===== config.mk =====
export PLATFORM = sky130hd
export DESIGN_NAME = bracket_match_scanner
export DESIGN_NICKNAME = d
export VERILOG_FILES = /design/src/design/bms_pkg.sv /design/src/design/bms_stack.sv /design/src/design/bms_step.sv /design/src/design/bracket_match_scanner.sv
export SDC_FILE = /design/constraint.sdc
export NUM_CORES = 2
export LEC_CHECK = 0
export ABC_AREA = 1
export BUFFER_PORTS_ARGS = -buffer_cell sky130_fd_sc_hd__clkbuf_2
export CAP_MARGIN = 20
export CORE_MARGIN = 5
export CORE_UTILIZATION = 60
export DETAILED_ROUTE_END_ITERATION = 10
export MAX_ROUTING_LAYER = met4
export PLACE_DENSITY = 0.76
export SYNTH_ARGS = -nofsm -noshare
export SYNTH_HDL_FRONTEND = slang
export SYNTH_SLANG_ARGS = --single-unit

===== constraint.sdc =====
create_clock -name clk_i -period 16.45 [get_ports clk_i]
set_input_delay 2.4675 -clock clk_i [delete_from_list [all_inputs] [get_ports clk_i]]
set_output_delay 2.4675 -clock clk_i [all_outputs]
set_load 0.1 [all_outputs]

===== src/design/bms_pkg.sv =====
package bms_pkg;

  // Scan modes as written to the scan_mode register
  typedef enum logic [1:0] {
    MODE_FWD_CLOSE  = 2'd0,
    MODE_BWD_OPEN   = 2'd1,
    MODE_BWD_ENCL   = 2'd2,
    MODE_FWD_PREFIX = 2'd3
  } mode_e;

  // Result status codes
  typedef enum logic [1:0] {
    ST_FOUND    = 2'd0,
    ST_MISMATCH = 2'd1,
    ST_NONE     = 2'd2,
    ST_OVERFLOW = 2'd3
  } status_e;

  // Character classes
  typedef enum logic [1:0] {
    CLS_NONE  = 2'd0,
    CLS_OPEN  = 2'd1,
    CLS_CLOSE = 2'd2
  } class_e;

  localparam int KIND_W   = 2;
  localparam int STATUS_W = 2;
  localparam int CHAR_W   = 8;

  // Bracket kinds
  localparam logic [KIND_W-1:0] KIND_ROUND   = 2'd0;
  localparam logic [KIND_W-1:0] KIND_SQUARE  = 2'd1;
  localparam logic [KIND_W-1:0] KIND_CURLY   = 2'd2;
  localparam logic [KIND_W-1:0] KIND_INVALID = 2'd3;

  // Bracket characters
  localparam logic [CHAR_W-1:0] CH_LPAREN = 8'h28;
  localparam logic [CHAR_W-1:0] CH_RPAREN = 8'h29;
  localparam logic [CHAR_W-1:0] CH_LBRACK = 8'h5B;
  localparam logic [CHAR_W-1:0] CH_RBRACK = 8'h5D;
  localparam logic [CHAR_W-1:0] CH_LBRACE = 8'h7B;
  localparam logic [CHAR_W-1:0] CH_RBRACE = 8'h7D;

  // Configuration register indexes
  localparam int CFG_IDX_W  = 2;
  localparam int CFG_DATA_W = 2;
  localparam logic [CFG_IDX_W-1:0] CFG_SCAN_MODE   = 2'd0;
  localparam logic [CFG_IDX_W-1:0] CFG_TARGET_KIND = 2'd1;

  typedef struct packed {
    class_e              cls;
    logic [KIND_W-1:0]   kind;
  } bracket_t;

  // Stack command from the decision logic to the stack
  typedef struct packed {
    logic clear;
    logic push;
    logic pop;
    logic set_done;
  } stack_op_t;

  function automatic bracket_t classify(logic [CHAR_W-1:0] ch);
    bracket_t b;
    b.cls  = CLS_NONE;
    b.kind = KIND_ROUND;
    case (ch)
      CH_LPAREN: begin b.cls = CLS_OPEN;  b.kind = KIND_ROUND;  end
      CH_RPAREN: begin b.cls = CLS_CLOSE; b.kind = KIND_ROUND;  end
      CH_LBRACK: begin b.cls = CLS_OPEN;  b.kind = KIND_SQUARE; end
      CH_RBRACK: begin b.cls = CLS_CLOSE; b.kind = KIND_SQUARE; end
      CH_LBRACE: begin b.cls = CLS_OPEN;  b.kind = KIND_CURLY;  end
      CH_RBRACE: begin b.cls = CLS_CLOSE; b.kind = KIND_CURLY;  end
      default:   begin b.cls = CLS_NONE;  b.kind = KIND_ROUND;  end
    endcase
    return b;
  endfunction

endpackage


===== src/design/bms_stack.sv =====
module bms_stack #(
  parameter int STACK_DEPTH = 64,
  parameter int LINE_BITS   = 20,
  parameter int COLUMN_BITS = 16
) (
  input  logic                                             clk_i,
  input  logic                                             rst_ni,
  input  logic                                             fire_i,
  input  bms_pkg::stack_op_t                               op_i,
  input  logic [bms_pkg::KIND_W+LINE_BITS+COLUMN_BITS-1:0] new_ent_i,
  output logic [$clog2(STACK_DEPTH+1)-1:0]                 count_o,
  output logic [bms_pkg::KIND_W+LINE_BITS+COLUMN_BITS-1:0] top_o,
  output logic [bms_pkg::KIND_W+LINE_BITS+COLUMN_BITS-1:0] under_o,
  output logic                                             done_o
);
  import bms_pkg::*;

  localparam int EntW  = KIND_W + LINE_BITS + COLUMN_BITS;
  localparam int CntW  = $clog2(STACK_DEPTH + 1);
  localparam int AddrW = $clog2(STACK_DEPTH);

  // Entries below the top; the top lives in top_q, the next one down in under_q
  logic [EntW-1:0]  mem [STACK_DEPTH];
  logic [EntW-1:0]  top_q, under_q;
  logic [CntW-1:0]  count_q, count_d;
  logic             done_q, done_d;
  logic [CntW-1:0]  eff_count;
  logic             wr_en;
  logic [AddrW-1:0] wr_addr, rd_addr;

  // Work out the count after this word and the memory addresses
  always_comb begin
    eff_count = op_i.clear ? '0 : count_q;
    count_d   = eff_count + CntW'(op_i.push) - CntW'(op_i.pop);
    done_d    = op_i.set_done ? 1'b1 : (op_i.clear ? 1'b0 : done_q);
    wr_en     = fire_i && op_i.push && (eff_count != '0);
    wr_addr   = AddrW'(eff_count - CntW'(1));
    rd_addr   = (count_d >= CntW'(2)) ? AddrW'(count_d - CntW'(2)) : '0;
  end

  // Spill the old top on a push, prefetch the entry under the new top
  always_ff @(posedge clk_i) begin
    if (wr_en) begin
      mem[wr_addr] <= top_q;
    end
    if (fire_i) begin
      under_q <= op_i.push ? top_q : mem[rd_addr];
      if (op_i.push) begin
        top_q <= new_ent_i;
      end else if (op_i.pop) begin
        top_q <= under_q;
      end
    end
  end

  // Hold count and done flag
  always_ff @(posedge clk_i or negedge rst_ni) begin
    if (!rst_ni) begin
      count_q <= '0;
      done_q  <= 1'b0;
    end else if (fire_i) begin
      count_q <= count_d;
      done_q  <= done_d;
    end
  end

  assign count_o = count_q;
  assign top_o   = top_q;
  assign under_o = under_q;
  assign done_o  = done_q;

endmodule


===== src/design/bms_step.sv =====
module bms_step #(
  parameter int STACK_DEPTH = 64,
  parameter int LINE_BITS   = 20,
  parameter int COLUMN_BITS = 16
) (
  input  logic [bms_pkg::CHAR_W-1:0]                       char_i,
  input  logic [LINE_BITS-1:0]                             line_i,
  input  logic [COLUMN_BITS-1:0]                           column_i,
  input  logic                                             skip_i,
  input  logic                                             first_i,
  input  logic                                             last_i,
  input  bms_pkg::mode_e                                   mode_i,
  input  logic [bms_pkg::KIND_W-1:0]                       target_i,
  input  logic [$clog2(STACK_DEPTH+1)-1:0]                 count_i,
  input  logic [bms_pkg::KIND_W+LINE_BITS+COLUMN_BITS-1:0] top_i,
  input  logic [bms_pkg::KIND_W+LINE_BITS+COLUMN_BITS-1:0] under_i,
  input  logic                                             done_i,
  output bms_pkg::stack_op_t                               op_o,
  output logic [bms_pkg::KIND_W+LINE_BITS+COLUMN_BITS-1:0] new_ent_o,
  output logic                                             emit_o,
  output bms_pkg::status_e                                 status_o,
  output logic [bms_pkg::KIND_W-1:0]                       kind_o,
  output logic [LINE_BITS-1:0]                             line_o,
  output logic [COLUMN_BITS-1:0]                           column_o
);
  import bms_pkg::*;

  localparam int EntW = KIND_W + LINE_BITS + COLUMN_BITS;
  localparam int CntW = $clog2(STACK_DEPTH + 1);

  bracket_t        br;
  logic [CntW-1:0] eff_count;
  logic            eff_done, empty, full, is_push, pushes_closer, nonempty_after;
  logic [EntW-1:0] next_top;
  logic [KIND_W-1:0] top_kind;

  // Classify the character and take the search state as this word sees it
  always_comb begin
    br = classify(char_i);
    if (skip_i) begin
      br.cls = CLS_NONE;
    end
    eff_count     = first_i ? '0 : count_i;
    eff_done      = first_i ? 1'b0 : done_i;
    empty         = (eff_count == '0);
    full          = (eff_count == CntW'(STACK_DEPTH));
    pushes_closer = (mode_i == MODE_BWD_OPEN) || (mode_i == MODE_BWD_ENCL);
    is_push       = (br.cls != CLS_NONE) && ((br.cls == CLS_CLOSE) == pushes_closer);
    top_kind      = top_i[EntW-1 -: KIND_W];
  end

  assign new_ent_o = {br.kind, line_i, column_i};

  // Decide push, pop or result
  always_comb begin
    op_o           = '0;
    op_o.clear     = first_i;
    emit_o         = 1'b0;
    status_o       = ST_NONE;
    kind_o         = '0;
    line_o         = '0;
    column_o       = '0;
    nonempty_after = 1'b0;
    next_top       = top_i;
    if (!eff_done) begin
      if (is_push) begin
        if (full) begin
          emit_o   = 1'b1;
          status_o = ST_OVERFLOW;
        end else begin
          op_o.push = 1'b1;
        end
      end else if (br.cls != CLS_NONE) begin
        if (empty) begin
          case (mode_i)
            MODE_BWD_ENCL: begin
              emit_o   = 1'b1;
              status_o = ST_FOUND;
              kind_o   = br.kind;
              line_o   = line_i;
              column_o = column_i;
            end
            MODE_FWD_CLOSE, MODE_BWD_OPEN: begin
              emit_o = 1'b1;
              if (br.kind == target_i) begin
                status_o = ST_FOUND;
                kind_o   = br.kind;
                line_o   = line_i;
                column_o = column_i;
              end else begin
                status_o = ST_MISMATCH;
              end
            end
            default: ; // stray closer in the prefix scan: drop it
          endcase
        end else if (top_kind == br.kind) begin
          op_o.pop = 1'b1;
        end else begin
          emit_o   = 1'b1;
          status_o = ST_MISMATCH;
        end
      end

      // End of range: report the open top in prefix mode, otherwise nothing found
      nonempty_after = op_o.push || (op_o.pop ? (eff_count > CntW'(1)) : !empty);
      if (op_o.push) begin
        next_top = new_ent_o;
      end else if (op_o.pop) begin
        next_top = under_i;
      end
      if (!emit_o && last_i) begin
        emit_o = 1'b1;
        if ((mode_i == MODE_FWD_PREFIX) && nonempty_after) begin
          status_o = ST_FOUND;
          kind_o   = next_top[EntW-1 -: KIND_W];
          line_o   = next_top[COLUMN_BITS +: LINE_BITS];
          column_o = next_top[COLUMN_BITS-1:0];
        end else begin
          status_o = ST_NONE;
        end
      end
    end
    op_o.set_done = emit_o;
  end

endmodule


===== src/design/bracket_match_scanner.sv =====
// An accepted word is held in the input register and its result registered onto m_axis
// when the result slot is free or draining; a waiting result delays it until taken.
// Throughput: one character per cycle; the stack top and the entry beneath it sit in
// registers and the stack memory is prefetched one entry ahead, so a push or pop never waits.
// While a result waits, one more word is taken into the input register and the input
// then stalls until the result is taken.
// Reset (rst_ni low, asynchronous) clears valids, stack count, done flag and configuration;
// the stack memory is not cleared and needs no clearing pass.
module bracket_match_scanner #(
  parameter int STACK_DEPTH = 64,
  parameter int LINE_BITS   = 20,
  parameter int COLUMN_BITS = 16
) (
  input  logic                                                 clk_i,
  input  logic                                                 rst_ni,
  // character[7:0], line_number, column_number
  input  logic [((8+LINE_BITS+COLUMN_BITS+7)/8)*8-1:0]         s_axis_tdata,
  // skip[0], first_item[1]
  input  logic [1:0]                                           s_axis_tuser,
  input  logic                                                 s_axis_tlast,
  input  logic                                                 s_axis_tvalid,
  output logic                                                 s_axis_tready,
  // status[1:0], found_kind[3:2], found_line, found_column
  output logic [((4+LINE_BITS+COLUMN_BITS+7)/8)*8-1:0]         m_axis_tdata,
  output logic                                                 m_axis_tvalid,
  input  logic                                                 m_axis_tready,
  input  logic                                                 cfg_valid_i,
  output logic                                                 cfg_ready_o,
  input  logic [bms_pkg::CFG_IDX_W-1:0]                        cfg_index_i,
  input  logic [bms_pkg::CFG_DATA_W-1:0]                       cfg_data_i
);
  import bms_pkg::*;

  localparam int EntW = KIND_W + LINE_BITS + COLUMN_BITS;
  localparam int CntW = $clog2(STACK_DEPTH + 1);
  localparam int OutW = ((4 + LINE_BITS + COLUMN_BITS + 7) / 8) * 8;

  mode_e              mode_q;
  logic [KIND_W-1:0]  target_q;

  logic                   in_vld_q;
  logic [CHAR_W-1:0]      in_char_q;
  logic [LINE_BITS-1:0]   in_line_q;
  logic [COLUMN_BITS-1:0] in_col_q;
  logic                   in_skip_q, in_first_q, in_last_q;

  logic                   out_vld_q;
  status_e                out_status_q;
  logic [KIND_W-1:0]      out_kind_q;
  logic [LINE_BITS-1:0]   out_line_q;
  logic [COLUMN_BITS-1:0] out_col_q;

  logic                   proc_fire;
  stack_op_t              op;
  logic [EntW-1:0]        new_ent, top, under;
  logic [CntW-1:0]        count;
  logic                   done;
  logic                   emit;
  status_e                res_status;
  logic [KIND_W-1:0]      res_kind;
  logic [LINE_BITS-1:0]   res_line;
  logic [COLUMN_BITS-1:0] res_col;

  // Process the held word when the result slot is free or draining
  assign proc_fire     = in_vld_q && (!out_vld_q || m_axis_tready);
  assign s_axis_tready = !in_vld_q || proc_fire;
  assign cfg_ready_o   = 1'b1;

  // Configuration registers
  always_ff @(posedge clk_i or negedge rst_ni) begin
    if (!rst_ni) begin
      mode_q   <= MODE_FWD_CLOSE;
      target_q <= KIND_ROUND;
    end else if (cfg_valid_i) begin
      case (cfg_index_i)
        CFG_SCAN_MODE:   mode_q   <= mode_e'(cfg_data_i);
        CFG_TARGET_KIND: target_q <= cfg_data_i;
        default: ;
      endcase
    end
  end

  // Input register
  always_ff @(posedge clk_i or negedge rst_ni) begin
    if (!rst_ni) begin
      in_vld_q <= 1'b0;
    end else if (s_axis_tready) begin
      in_vld_q <= s_axis_tvalid;
    end
  end

  always_ff @(posedge clk_i) begin
    if (s_axis_tready && s_axis_tvalid) begin
      in_char_q  <= s_axis_tdata[CHAR_W-1:0];
      in_line_q  <= s_axis_tdata[CHAR_W +: LINE_BITS];
      in_col_q   <= s_axis_tdata[CHAR_W+LINE_BITS +: COLUMN_BITS];
      in_skip_q  <= s_axis_tuser[0];
      in_first_q <= s_axis_tuser[1];
      in_last_q  <= s_axis_tlast;
    end
  end

  bms_step #(
    .STACK_DEPTH (STACK_DEPTH),
    .LINE_BITS   (LINE_BITS),
    .COLUMN_BITS (COLUMN_BITS)
  ) u_step (
    .char_i    (in_char_q),
    .line_i    (in_line_q),
    .column_i  (in_col_q),
    .skip_i    (in_skip_q),
    .first_i   (in_first_q),
    .last_i    (in_last_q),
    .mode_i    (mode_q),
    .target_i  (target_q),
    .count_i   (count),
    .top_i     (top),
    .under_i   (under),
    .done_i    (done),
    .op_o      (op),
    .new_ent_o (new_ent),
    .emit_o    (emit),
    .status_o  (res_status),
    .kind_o    (res_kind),
    .line_o    (res_line),
    .column_o  (res_col)
  );

  bms_stack #(
    .STACK_DEPTH (STACK_DEPTH),
    .LINE_BITS   (LINE_BITS),
    .COLUMN_BITS (COLUMN_BITS)
  ) u_stack (
    .clk_i     (clk_i),
    .rst_ni    (rst_ni),
    .fire_i    (proc_fire),
    .op_i      (op),
    .new_ent_i (new_ent),
    .count_o   (count),
    .top_o     (top),
    .under_o   (under),
    .done_o    (done)
  );

  // Result register
  always_ff @(posedge clk_i or negedge rst_ni) begin
    if (!rst_ni) begin
      out_vld_q <= 1'b0;
    end else if (proc_fire) begin
      out_vld_q <= emit;
    end else if (m_axis_tready) begin
      out_vld_q <= 1'b0;
    end
  end

  always_ff @(posedge clk_i) begin
    if (proc_fire && emit) begin
      out_status_q <= res_status;
      out_kind_q   <= res_kind;
      out_line_q   <= res_line;
      out_col_q    <= res_col;
    end
  end

  assign m_axis_tvalid = out_vld_q;
  assign m_axis_tdata  = OutW'({out_col_q, out_line_q, out_kind_q, out_status_q});

endmodule


==> results.md <==
- Async set-reset flop share out of synthesis: 0.537%
- Post-CTS Hold Buffers: 0
- Vias in the first global route: 78600
- Most numerous cell in the Yosys netlist: edfxtp_1
- H-tree Lvls: 5
- Die Area: 199000 sq um
- Hold EP: u_stack.count_o[2]$_DFFE_PN0P_
- Status: completed
- Vias per inst: 6.32
- Synth cell types: 41
- Hold Path Stages: 2
- Post-layout net count: 10100
- Routability cong.: 0.868
- Reg2Reg Depth: 34
- Synth area leader: edfxtp_1
- Initial Utilization: 60.5%
- Post-CTS Setup Inserts: 0
- # setup viols final: 0
- Via count: 80400
- Startpoint Class: flip-flop
- Seq/Total Area, Yosys: 68.8%
- Top post-synthesis cells by count: edfxtp_1 (2595), nand3_1 (2357), nand2_1 (1695)
- Post-detail-place hpwl: 160 mm
- Unrepaired setup endpoints after global routing: no
- EDFF count, synth: 2595
- I/O pins: 103
- Dpl ws: 6.19 ns
- Number of remaining DRC errors: 0
- Worst R2R End: u_stack.under_o[29]$_DFFE_PP_
- Synthesized flop and latch total: 2609
- Worst endpoint required time: 17.24 ns
- Pwr Total: 18.4 mW
- Slowest stage cell, crit path: buf_4
- DRT Pass-1 Iters: 7
- Max Root-Sink Buffers: 4
- Slew Viols, Final: 0
- Mapped Nets: 10200
- Routed len/inst: 25.7 um
- Fill cells: 13100
- Die H: 446 um
- Period utilization: 64.7%
- Clock slew at reported path FFs: 0.06 ns
- Syn_area_per_cell: 11.2 sq um
- Num CTS Buffers: 281
- Fmax: 0.0939 GHz
- CTS tree: yes
- FF-to-FF setup slack: 5.80 ns
- Ys flop type: edfxtp_1
- Largest net degree at the start of global routing: 205
- VDD IR max: 0.000229 V
- Root Driver: clkbuf_16
- CTS resizes: 0
- Max cap viols: 0
- Share of cells above drive strength 1: 8.75%
- Post-route ant nets: 0
- Worst-Margin Slew: 1.17 ns
- Starting DRT DRC Count: 12000
- Power density over cell area: 148 nW/um^2
- Setup Crit Path Kind: flip-flop to flip-flop
- CP max FO: 101
- Rows: 159
- First-pass GRT wire length: 481 mm
- Die width: 446 um
- Hold path start: u_stack.count_o[2]$_DFFE_PN0P_
- Syn Std Cell Area: 114000 sq um
- Area grow syn2layout: 9.52%
- Clock Latency Late Sink: 0.92 ns
- Clock skew: 0.0453 ns
- CP peak stage delay: 0.93 ns
- Critical Path Sink Type: flip-flop
- Clk sinks: 2609
- Hold_ws: 0.489 ns
- Layout Utilization: 66.2%
- Final WL: 327 mm
- CP arrival: 11.44 ns
- Syn. warnings: 0
- Reg2Reg Launch Point: in_char_q[2]$_DFFE_PP_
- TNS Setup: 0 ns
- Initial antenna violation count: 9
- Sequential cell area: 78300 sq um
- Hold Path Class: flip-flop to flip-flop
- Cells after synthesis: 10100
- Synth top area share: 68.5%
- Final Hold Fails: 0
- Final Critical Period: 10.65 ns
- Synth top area cells: edfxtp_1 (68%), nand3_1 (10%), nand2_1 (5.6%)
- Core Region: 188000 sq um
- Overflow after GRT: 0
- Rel. slew slack: 21.1%
- IO buf count: 97
- Crit-path most repeated cell: nand3_1
- Worst setup margin: 5.80 ns
- Multi-input logic area: 28200 sq um
- All-layer global routing usage: 33.4%
- Leakage power: 47.7 nW
## per-layer routing
metal	global-route usage, %	vias to the layer above	part of all wire (%)
met5	-	-	0
li1	-	34800	-
met3	7.14	1325	13
met4	19.0	0	6.5
met2	51.5	6000	46
met1	41.4	38300	34
## cell families after synthesis
| group | synth area share, % |
|---|---|
| buffers and inverters | 6.92 |
| xor gates and xnor gates | 0.0923 |
| and+or+nand+nor | 21.9 |
| AOI/OAI and AO/OA | 2.03 |
| other | 0.00329 |
| adders and majority gates | 0.270 |
| DFF | 68.8 |
## layout by cell type, fill, tap and decap left out, types with 5 or more instances in the layout
cell type and n:
a21oi_1 40, buf_12 10, buf_4 175, bufinv_16 11, clkbuf_1 68, clkbuf_16 287
clkbuf_2 97, clkinv_1 52, clkinv_2 40, dfrtp_1 14, edfxtp_1 2595, ha_1 22
inv_1 1234, inv_2 9, inv_6 6, nand2_1 1692, nand3_1 2357, nand3b_1 515
nor2_1 355, nor2_2 5, nor2_4 68, nor3_1 38, o2111ai_1 125, o21ai_0 158
o21ai_1 35, or2_2 163, xor2_1 9
## layout make-up
class	instances	area share, %
tap	2495	2.50
clock buffer	356	5.98
timing repair buffer	285	1.65
multi-input combinational	5606	22.6
sequential	2609	62.8
inverter	1251	3.80
antenna	2	0.00401
clock inverter	111	0.639
## power breakdown
part	total, mW	leakage [nW]	switching [mW]	internal [mW]
clock network	5.82	4.04	2.47	3.35
registers	7.41	23.6	0.0403	7.37
logic	5.17	20.1	3.99	1.17
## critical path: cells and delay by family, from the launching register on
family	cells	cell delay (ns)
xor+xnor	1	0.30
simple gates	17	3.20
buf+inv	11	4.63
flops	1	0.41
compound gates	1	0.26
fa+ha+maj	4	1.50
## sequential cells by signal, indices dropped and copies added (netlist names), 2 cells and up
name and cells:
in_line_q 20, out_status_q 2, out_kind_q 2, in_char_q 8
u_stack.count_o 7, target_q 2, out_col_q 16, u_stack.mem 2432
in_col_q 16, mode_q 2, out_line_q 20, u_stack.under_o 38
u_stack.top_o 38
## worst max-delay path by stage
| stage | start | endpoint | slack [ns] |
|---|---|---|---|
| after global placement | in_first_q$_DFFE_PP_ | u_stack.under_o[11]$_DFFE_PP_ | 6.16 |
| after floorplan | m_axis_tready | s_axis_tready | 10.71 |
| after detailed placement | in_char_q[4]$_DFFE_PP_ | u_stack.under_o[29]$_DFFE_PP_ | 6.19 |
| after global routing | in_char_q[4]$_DFFE_PP_ | u_stack.under_o[29]$_DFFE_PP_ | 5.23 |
| final | in_char_q[2]$_DFFE_PP_ | u_stack.under_o[29]$_DFFE_PP_ | 5.80 |
| after CTS | in_char_q[4]$_DFFE_PP_ | u_stack.under_o[29]$_DFFE_PP_ | 6.13 |
## stage by stage
stage	area [sq um]	instances
final	125000	12700
after global routing	125000	12700
after CTS	125000	12700
after detailed placement	116000	12200
after global placement	116000	12200
after floorplan	114000	10100
Note: power is estimated with default switching activity, not from simulation.
